## config.mk

```make
export PLATFORM = sky130hd
export DESIGN_NAME = telemetry_frame_deframer_decoder_top
export DESIGN_NICKNAME = d
export VERILOG_FILES = /design/src/rtl/tfdd_pkg.sv /design/src/rtl/tfdd_deframer.sv /design/src/rtl/tfdd_decoder.sv /design/src/rtl/telemetry_frame_deframer_decoder_top.sv
export VERILOG_INCLUDE_DIRS = /design/src /design/src/rtl
export SDC_FILE = /design/constraint.sdc
export NUM_CORES = 1
export LEC_CHECK = 0
export ABC_AREA = 0
export BUFFER_PORTS_ARGS = -buffer_cell sky130_fd_sc_hd__buf_2
export CAP_MARGIN = 20
export CORE_UTILIZATION = 29
export CTS_CLUSTER_DIAMETER = 80
export DETAILED_ROUTE_END_ITERATION = 8
export PLACE_DENSITY_LB_ADDON = 0.15
export RECOVER_POWER = 100
export SLEW_MARGIN = 30
export SYNTH_ARGS = -nofsm -noshare
export SYNTH_HDL_FRONTEND = slang
export SYNTH_SLANG_ARGS = --single-unit
```

## constraint.sdc

```tcl
create_clock -name clk_i -period 6.95 [get_ports clk_i]
set_input_delay 0.695 -clock clk_i [delete_from_list [all_inputs] [get_ports clk_i]]
set_output_delay 0.695 -clock clk_i [all_outputs]
set_load 0.01 [all_outputs]
```

## src/rtl/assert_macros.svh

```systemverilog
// ---------------------------------------------------------------------------
// Assertion macros
// Shared concurrent assertion wrappers for the deframer RTL.
// ---------------------------------------------------------------------------
`ifndef ASSERT_MACROS_SVH
`define ASSERT_MACROS_SVH

// Clocked assertion with an explicit clock and active-low reset.
`define TFDD_ASSERT(lbl, clk, rstn, prop, msg) \
  lbl: assert property (@(posedge clk) disable iff (!(rstn)) (prop)) else $error(msg);

// Clocked assertion on the block's own clock and reset.
`define TFDD_ASSERT_DEF(lbl, prop, msg) \
  `TFDD_ASSERT(lbl, clk_i, rst_ni, prop, msg)

`endif

```

## src/rtl/tfdd_pkg.sv

```systemverilog
// ---------------------------------------------------------------------------
// tfdd_pkg
// Types and constants shared by the telemetry deframer and decoder.
// ---------------------------------------------------------------------------
package tfdd_pkg;

  localparam int unsigned InW  = 8;
  localparam int unsigned OutW = 88;

  localparam logic [7:0] FlagByte   = 8'h7E;
  localparam logic [7:0] EscByte    = 8'h7D;
  localparam logic [7:0] EscMask    = 8'h20;
  localparam logic [7:0] DataFrame  = 8'h10;
  localparam logic [7:0] SumGood    = 8'hFF;
  localparam logic [3:0] LastIdx    = 4'd8;

  localparam logic [15:0] AppAlt    = 16'h0100;
  localparam logic [7:0]  OldIdMax  = 8'h3F;
  localparam logic [7:0]  IdBaroAlt = 8'h21;
  localparam logic [7:0]  IdGpsAlt  = 8'h09;
  localparam logic [7:0]  IdLonWhl  = 8'h12;
  localparam logic [7:0]  IdLonFrc  = 8'h1A;
  localparam logic [7:0]  IdLatWhl  = 8'h13;
  localparam logic [7:0]  IdLatFrc  = 8'h1B;
  localparam logic [7:0]  IdLonHem  = 8'h22;
  localparam logic [7:0]  IdLatHem  = 8'h23;
  localparam logic [15:0] CharEast  = 16'h0045;
  localparam logic [15:0] CharNorth = 16'h004E;

  localparam int unsigned FlgLatSouth = 0;
  localparam int unsigned FlgLonWest  = 1;
  localparam int unsigned FlgFix      = 2;
  localparam int unsigned FlgLatSeen  = 3;
  localparam int unsigned FlgLonSeen  = 4;

  typedef enum logic [1:0] {
    PhIdle  = 2'd0,
    PhFrame = 2'd1,
    PhEsc   = 2'd2
  } phase_e;

  typedef struct packed {
    logic        done;
    logic        ok;
    logic        is_data;
    logic [15:0] app;
    logic [15:0] value;
  } frame_t;

  typedef struct packed {
    logic [4:0]  flags;
    logic [15:0] lon_frac;
    logic [15:0] lon_whole;
    logic [15:0] lat_frac;
    logic [15:0] lat_whole;
    logic [15:0] altitude;
  } telem_t;

endpackage

```

## src/rtl/tfdd_deframer.sv

```systemverilog
// ---------------------------------------------------------------------------
// tfdd_deframer
// Byte unstuffing, frame assembly and running end-around-carry checksum.
// ---------------------------------------------------------------------------
module tfdd_deframer (
  input  logic                   clk_i,
  input  logic                   rst_ni,
  input  logic                   step_i,
  input  logic [tfdd_pkg::InW-1:0] byte_i,
  output tfdd_pkg::frame_t       frame_o
);
  import tfdd_pkg::*;

  phase_e      phase_q, phase_d;
  logic [3:0]  count_q, count_d;
  logic [7:0]  sum_q, sum_d;
  logic [7:0]  type_q, type_d;
  logic [15:0] app_q, app_d;
  logic [15:0] value_q, value_d;
  logic        store;
  logic [7:0]  data;
  logic [7:0]  sum_next;

  function automatic logic [7:0] fold_add(input logic [7:0] s, input logic [7:0] b);
    logic [8:0] t;
    t = {1'b0, s} + {1'b0, b};
    return t[7:0] + {7'd0, t[8]};
  endfunction

  assign sum_next = fold_add(sum_q, data);

  always_comb begin
    phase_d = phase_q;
    count_d = count_q;
    sum_d   = sum_q;
    type_d  = type_q;
    app_d   = app_q;
    value_d = value_q;
    store   = 1'b0;
    data    = byte_i;
    frame_o = '0;
    if (byte_i == FlagByte) begin
      phase_d = PhFrame;
      count_d = '0;
      sum_d   = '0;
    end else begin
      unique case (phase_q)
        PhEsc: begin
          data    = byte_i ^ EscMask;
          store   = 1'b1;
          phase_d = PhFrame;
        end
        PhFrame: begin
          if (byte_i == EscByte) begin
            phase_d = PhEsc;
          end else begin
            store = 1'b1;
          end
        end
        default: begin
          phase_d = PhIdle;
        end
      endcase
    end
    if (store) begin
      count_d = count_q + 4'd1;
      if (count_q != 4'd0) begin
        sum_d = sum_next;
      end
      unique case (count_q)
        4'd1:    type_d        = data;
        4'd2:    app_d[7:0]    = data;
        4'd3:    app_d[15:8]   = data;
        4'd4:    value_d[7:0]  = data;
        4'd5:    value_d[15:8] = data;
        default: ;
      endcase
      if (count_q == LastIdx) begin
        phase_d         = PhIdle;
        count_d         = '0;
        frame_o.done    = 1'b1;
        frame_o.ok      = (sum_next == SumGood);
        frame_o.is_data = (type_q == DataFrame);
        frame_o.app     = app_q;
        frame_o.value   = value_q;
      end
    end
    if (!step_i) begin
      frame_o.done = 1'b0;
    end
  end

  always_ff @(posedge clk_i or negedge rst_ni) begin
    if (!rst_ni) begin
      phase_q <= PhIdle;
      count_q <= '0;
      sum_q   <= '0;
    end else if (step_i) begin
      phase_q <= phase_d;
      count_q <= count_d;
      sum_q   <= sum_d;
    end
  end

  always_ff @(posedge clk_i) begin
    if (step_i) begin
      type_q  <= type_d;
      app_q   <= app_d;
      value_q <= value_d;
    end
  end

endmodule

```

## src/rtl/tfdd_decoder.sv

```systemverilog
// ---------------------------------------------------------------------------
// tfdd_decoder
// Applies decoded telemetry values to the altitude, position and flag state.
// ---------------------------------------------------------------------------
module tfdd_decoder (
  input  logic             clk_i,
  input  logic             rst_ni,
  input  logic             step_i,
  input  logic             vario_mode_i,
  input  tfdd_pkg::frame_t frame_i,
  output tfdd_pkg::telem_t telem_o
);
  import tfdd_pkg::*;

  telem_t      st_q, st_d;
  logic [22:0] baro_prod;
  logic [15:0] v;

  assign v         = frame_i.value;
  assign baro_prod = {7'd0, v} * 23'd100;

  always_comb begin
    st_d = st_q;
    if (frame_i.done && frame_i.ok && frame_i.is_data) begin
      if (frame_i.app[15:8] == 8'd0) begin
        if (frame_i.app[7:0] <= OldIdMax) begin
          unique case (frame_i.app[7:0])
            IdBaroAlt: if (vario_mode_i) st_d.altitude = baro_prod[15:0];
            IdGpsAlt:  if (!vario_mode_i) st_d.altitude = v;
            IdLonWhl: begin
              st_d.flags[FlgFix] = (v != 16'd0);
              st_d.lon_whole     = v;
            end
            IdLonFrc:  st_d.lon_frac = v;
            IdLatWhl: begin
              st_d.flags[FlgFix] = (v != 16'd0);
              st_d.lat_whole     = v;
            end
            IdLatFrc:  st_d.lat_frac = v;
            IdLonHem: begin
              st_d.flags[FlgLonWest] = (v != CharEast);
              st_d.flags[FlgLonSeen] = 1'b1;
            end
            IdLatHem: begin
              st_d.flags[FlgLatSouth] = (v != CharNorth);
              st_d.flags[FlgLatSeen]  = 1'b1;
            end
            default: ;
          endcase
        end
      end else if (frame_i.app == AppAlt) begin
        st_d.altitude = v;
      end
    end
  end

  assign telem_o = st_d;

  always_ff @(posedge clk_i or negedge rst_ni) begin
    if (!rst_ni) begin
      st_q <= '0;
    end else if (step_i) begin
      st_q <= st_d;
    end
  end

endmodule

```

## src/rtl/telemetry_frame_deframer_decoder_top.sv

```systemverilog
// ---------------------------------------------------------------------------
// telemetry_frame_deframer_decoder_top
// Byte-stuffed telemetry deframer with checksum and value decoder.
// ---------------------------------------------------------------------------
// The slave stream takes one received serial byte per request in tdata.
// Bytes are unstuffed and collected into nine-byte frames; each completed
// frame gives one request on the master stream, other bytes give none.
// Master tuser carries the checksum result, tdata the altitude, position
// parts and flags after the frame has been applied.
// A byte is registered in the input register on acceptance and processed from
// there; a frame's result is registered in the result register before it is offered.
// One byte is accepted every cycle while the result register is free or
// being emptied; the single result register sets this figure.
// If the receiver stalls with a result waiting, the next byte is held in
// the input register and slave tready falls until the result is taken.
// The configuration write selects the altitude source and is taken at once.
// Reset clears the frame phase, count and checksum, all decoded values and both stream valid flags.
// ---------------------------------------------------------------------------
`include "assert_macros.svh"

module telemetry_frame_deframer_decoder_top (
  input  logic                     clk_i,
  input  logic                     rst_ni,
  input  logic                     cfg_we_i,
  input  logic                     cfg_wdata_i,    // vario_mode
  input  logic                     s_axis_tvalid,
  output logic                     s_axis_tready,
  input  logic [tfdd_pkg::InW-1:0] s_axis_tdata,   // rx_byte
  output logic                     m_axis_tvalid,
  input  logic                     m_axis_tready,
  // altitude, lat_whole, lat_frac, lon_whole, lon_frac, lat_south, lon_west,
  // fix_seen, lat_seen, lon_seen, three zero bits
  output logic [tfdd_pkg::OutW-1:0] m_axis_tdata,
  output logic                     m_axis_tuser    // sum_ok
);
  import tfdd_pkg::*;

  logic           vario_q;
  logic           in_valid_q, in_valid_d;
  logic [InW-1:0] in_byte_q;
  logic           in_accept;
  logic           advance;
  logic           out_valid_q, out_valid_d;
  logic           out_ok_q;
  telem_t         out_q;
  frame_t         frame;
  telem_t         telem;

  assign advance       = in_valid_q && (!out_valid_q || m_axis_tready);
  assign s_axis_tready = !in_valid_q || advance;
  assign in_accept     = s_axis_tvalid && s_axis_tready;

  always_comb begin
    in_valid_d = in_valid_q;
    if (in_accept) begin
      in_valid_d = 1'b1;
    end else if (advance) begin
      in_valid_d = 1'b0;
    end
    out_valid_d = out_valid_q;
    if (advance && frame.done) begin
      out_valid_d = 1'b1;
    end else if (m_axis_tready) begin
      out_valid_d = 1'b0;
    end
  end

  tfdd_deframer u_deframer (
    .clk_i   (clk_i),
    .rst_ni  (rst_ni),
    .step_i  (advance),
    .byte_i  (in_byte_q),
    .frame_o (frame)
  );

  tfdd_decoder u_decoder (
    .clk_i        (clk_i),
    .rst_ni       (rst_ni),
    .step_i       (advance),
    .vario_mode_i (vario_q),
    .frame_i      (frame),
    .telem_o      (telem)
  );

  always_ff @(posedge clk_i or negedge rst_ni) begin
    if (!rst_ni) begin
      vario_q     <= 1'b0;
      in_valid_q  <= 1'b0;
      out_valid_q <= 1'b0;
    end else begin
      if (cfg_we_i) begin
        vario_q <= cfg_wdata_i;
      end
      in_valid_q  <= in_valid_d;
      out_valid_q <= out_valid_d;
    end
  end

  always_ff @(posedge clk_i) begin
    if (in_accept) begin
      in_byte_q <= s_axis_tdata;
    end
    if (advance && frame.done) begin
      out_q    <= telem;
      out_ok_q <= frame.ok;
    end
  end

  assign m_axis_tvalid = out_valid_q;
  assign m_axis_tuser  = out_ok_q;
  assign m_axis_tdata  = {3'b000, out_q};

  `TFDD_ASSERT_DEF(a_result_from_byte, (out_valid_q && !$past(out_valid_q)) |-> $past(in_valid_q), "result without a processed byte")
  `TFDD_ASSERT_DEF(a_byte_kept, (in_valid_q && !advance) |=> in_valid_q, "pending byte lost while stalled")
  `TFDD_ASSERT_DEF(a_ready_when_empty, !s_axis_tready |-> (in_valid_q && out_valid_q), "input stalled without cause")

endmodule
```

==> flow_summary.yaml <==
status:
  outcome: "finished with violations"
  violations: "capacitance limit, slew limit"
cts:
  postCtsResizedCells: 0
  cts.sinks: 236
  cts_buffers: 28
  clkSlewWorstSetupHoldPaths_ns: 0.06
  ctsHoldBuffers: 0
  htree_levels: 1
  cts_root_buf: "clkbuf_16"
  clk_latency_ns: 0.56
  cts_buffer_depth: 3
  cts_tree: "built"
  postCtsSetupBuffers: 0
global_route:
  track_usage: 0.149
  grt_pass1_wl_mm: 46.8
  grt_max_degree: 58
  grt_pass1_vias: 7612
  grt_overflow: 0
  antenna_found_initial: 0
timing:
  hold_ws_ns: 0.331
  slew_headroom: -1.26
  rsz0062_at_grt: "no"
  post-route-period-util: 0.888
  tightest_slew_ns: 3.39
  fin_skew_ns: 0.0223
  finalHoldViolations: 0
  min_period_ns: 6.17
  fmax_ghz: 0.162
  setup_tns_ns: 0
  setup_viol: 0
  slew_violations: 144
floorplan:
  core_area_sq_um: 39700
  fp.dieH_um: 203
  floorplan.die_area_sq_um: 41000
  initial_core_util: 0.293
  row_count: 73
  die_x_um: 203
  boundaryPins: 105
critical_path:
  cp_slowest_cell: "o21ai_0"
  cp_top_family: "compound AO/OA/AOI/OAI gates"
  critPathLaunchType: "register"
  crit_type: "reg -> reg"
  path_buf_inv: 4
  cp_slowest_stage_delay_ns: 0.72
  cp.arrival_ns: 6.58
  cp-end-kind: "register"
  required_ns: 7.36
  cp_max_fo: 19
  path_cells: "nand2b_1, o21ai_0, a21oi_1, buf_4, nand2_1, clkinv_1, ha_1, ha_1, inv_1, fa_1, inv_1, ha_1, o21a_1, o31a_1, o31ai_1, a21oi_1, xor2_1, mux2i_1, a31oi_1, o22a_1"
  path_common_cell: "ha_1"
logic_synthesis:
  synth_area_sq_um: 11700
  netlist_instances: 925
  async_reset_ff_frac: 0.432
  yosysSeqAreaShare: 0.564
  yosys_warnings: 0
  synth-seq-cells: 236
  avgSynthCellArea_sq_um: 12.6
  synth-edff-count: 134
  synthDistinctLibCells: 65
  synth_flop_cell: "edfxtp_1"
route:
  drt_iter0_markers: 398
  dr.pass1.iters: 5
  drt_wl_total_mm: 30.5
  ant_nets: 0
  viasPerCell: 4.87
  drc: 0
  vias: 7713
  avgRoutedWirePerCell_um: 19.2
pwr:
  leakage_nw: 5.37
  ir_worst_vdd_mv: 0.150
  power_density_nw_per_um2: 258
finish:
  final_util: 0.340
  syn_to_final_growth_pct: 15.7
  nNetsFinal: 1114
  antenna_cells: 0
  fin_cells: 1583
  drive_gt1_frac: 0.127
  stdcell_area_sq_um: 13500
min_path:
  hold_class: "in -> reg"
placement:
  gp_congestion: 0.869
  dp_hpwl_mm: 21.7
  place_inst: 1532
  placed_area_sq_um: 12800
  portBuffers: 101
run:
  drv_cap: 3
[cells by family after synthesis]
kind of cell | count (synthesis) | synth area share
muxes | 111 | 0.107
DFF | 236 | 0.564
buffers and inverters | 101 | 0.0396
other | 1 | 0.000322
and+or+nand+nor | 202 | 0.0963
AOI/OAI and AO/OA | 192 | 0.104
adders and majority gates | 63 | 0.0734
xor gates and xnor gates | 19 | 0.0155
[power breakdown]
| part | switching, mW | leakage (nW) | total [mW] | internal, mW |
|---|---|---|---|---|
| Sequential | 0.0442 | 2.47 | 1.56 | 1.51 |
| Clock | 0.592 | 0.457 | 1.49 | 0.900 |
| Combinational | 0.265 | 2.45 | 0.439 | 0.174 |
| Total | 0.901 | 5.37 | 3.49 | 2.59 |
[Yosys cell counts (all sizes together) (5+ instances only)]
| cell | instances | area (sq um) |
|---|---|---|
| a32oi | 5 | 43.8 |
| clkbuf | 26 | 98.8 |
| nand2b | 9 | 56.3 |
| and2 | 7 | 43.8 |
| o21ai | 86 | 430 |
| nand2 | 57 | 214 |
| ha | 54 | 676 |
| nand4 | 6 | 37.5 |
| or2 | 7 | 43.8 |
| nand3 | 13 | 65.1 |
| nor4b | 5 | 88.8 |
| and3 | 9 | 56.3 |
| or4 | 8 | 60.1 |
| nor2 | 27 | 101 |
| xnor2 | 14 | 123 |
| edfxtp | 134 | 4020 |
| or3 | 5 | 31.3 |
| a21oi | 30 | 150 |
| fa | 9 | 180 |
| nor3 | 15 | 75.1 |
| nor3b | 6 | 45.0 |
| buf | 14 | 134 |
| a22oi | 8 | 60.1 |
| dfrtp | 102 | 2550 |
| a31oi | 6 | 37.5 |
| inv | 57 | 214 |
| o22a | 9 | 78.8 |
| nor2b | 10 | 62.6 |
| nor4 | 8 | 50.1 |
| a221oi | 6 | 52.6 |
| a211oi | 8 | 60.1 |
| mux2 | 108 | 1220 |
[placed cells by master (no fill, tap or decap), drive strengths merged, types with 18 or more instances in the layout]
cell type  netlist  layout
nor2            27      27
mux2           108     108
nand2           57      57
buf             14      18
inv             57      58
ha              54      54
edfxtp         134     134
a21oi           30      30
dfrtp          102     102
clkbuf          26     137
o21ai           86      86
[sequential cells by signal (all words and copies together) (netlist names), 2 cells and up]
| register | cells |
|---|---|
| u_deframer.sum_q | 8 |
| m_axis_tdata | 85 |
| u_deframer.count_q | 4 |
| u_deframer.type_q | 8 |
| u_decoder.st_q | 85 |
| in_byte_q | 8 |
| u_deframer.app_q | 16 |
| u_deframer.phase_q | 2 |
| u_deframer.value_q | 16 |
[worst register-to-register path: cells and delay by family (launching register included)]
kind / cells / cell delay (ns)
AO/OA/AOI/OAI: 8 / 2.15
XOR/XNOR: 1 / 0.31
adder cells (fa/ha/maj): 4 / 1.53
buffers and inverters: 4 / 0.75
flip-flops: 1 / 0.63
multiplexers: 1 / 0.13
AND/OR/NAND/NOR: 2 / 0.53
[per-layer routing]
metal	GRT usage	wire length, um	vias to the layer above
met5	0	0	-
met4	0.0435	823	0
met3	0.0222	1200	44
met2	0.250	14500	188
met1	0.200	13900	3832
li1	-	-	3649
[area by class of cell]
class	count	area [sq um]
clock buffers	35	737
clock inverters	16	198
fillers	4035	26200
inverters	61	229
multi-input cells	590	4600
flip-flops and latches	236	6580
well taps	525	657
repair buffers	120	493
[per-stage QoR]
stage	setup slack, ns	power (mW)
floorplan	1.05	1.90
global placement	1.03	2.03
detailed placement	1.06	2.03
CTS	1.04	3.55
global route	0.334	3.65
finish	0.778	3.49
[worst paths after layout]
kind | depth (start not counted) | from | to | slack [ns]
worst max register to register | 20 | in_byte_q[1]$_DFFE_PP_ | m_axis_tdata[14]$_DFFE_PP_ | 0.78
worst min register to register | 1 | u_decoder.st_q[83]$_DFFE_PN0P_ | u_decoder.st_q[83]$_DFFE_PN0P_ | 0.46
max in group asynchronous | 2 | rst_ni | u_decoder.st_q[15]$_DFFE_PN0P_ | 1.70
worst max-delay path | 20 | in_byte_q[1]$_DFFE_PP_ | m_axis_tdata[14]$_DFFE_PP_ | 0.78
worst min-delay path | 1 | s_axis_tdata[0] | in_byte_q[0]$_DFFE_PP_ | 0.33
min in group asynchronous | 1 | rst_ni | u_decoder.st_q[26]$_DFFE_PN0P_ | 1.00
No activity file was read; power rests on OpenSTA's default activity.
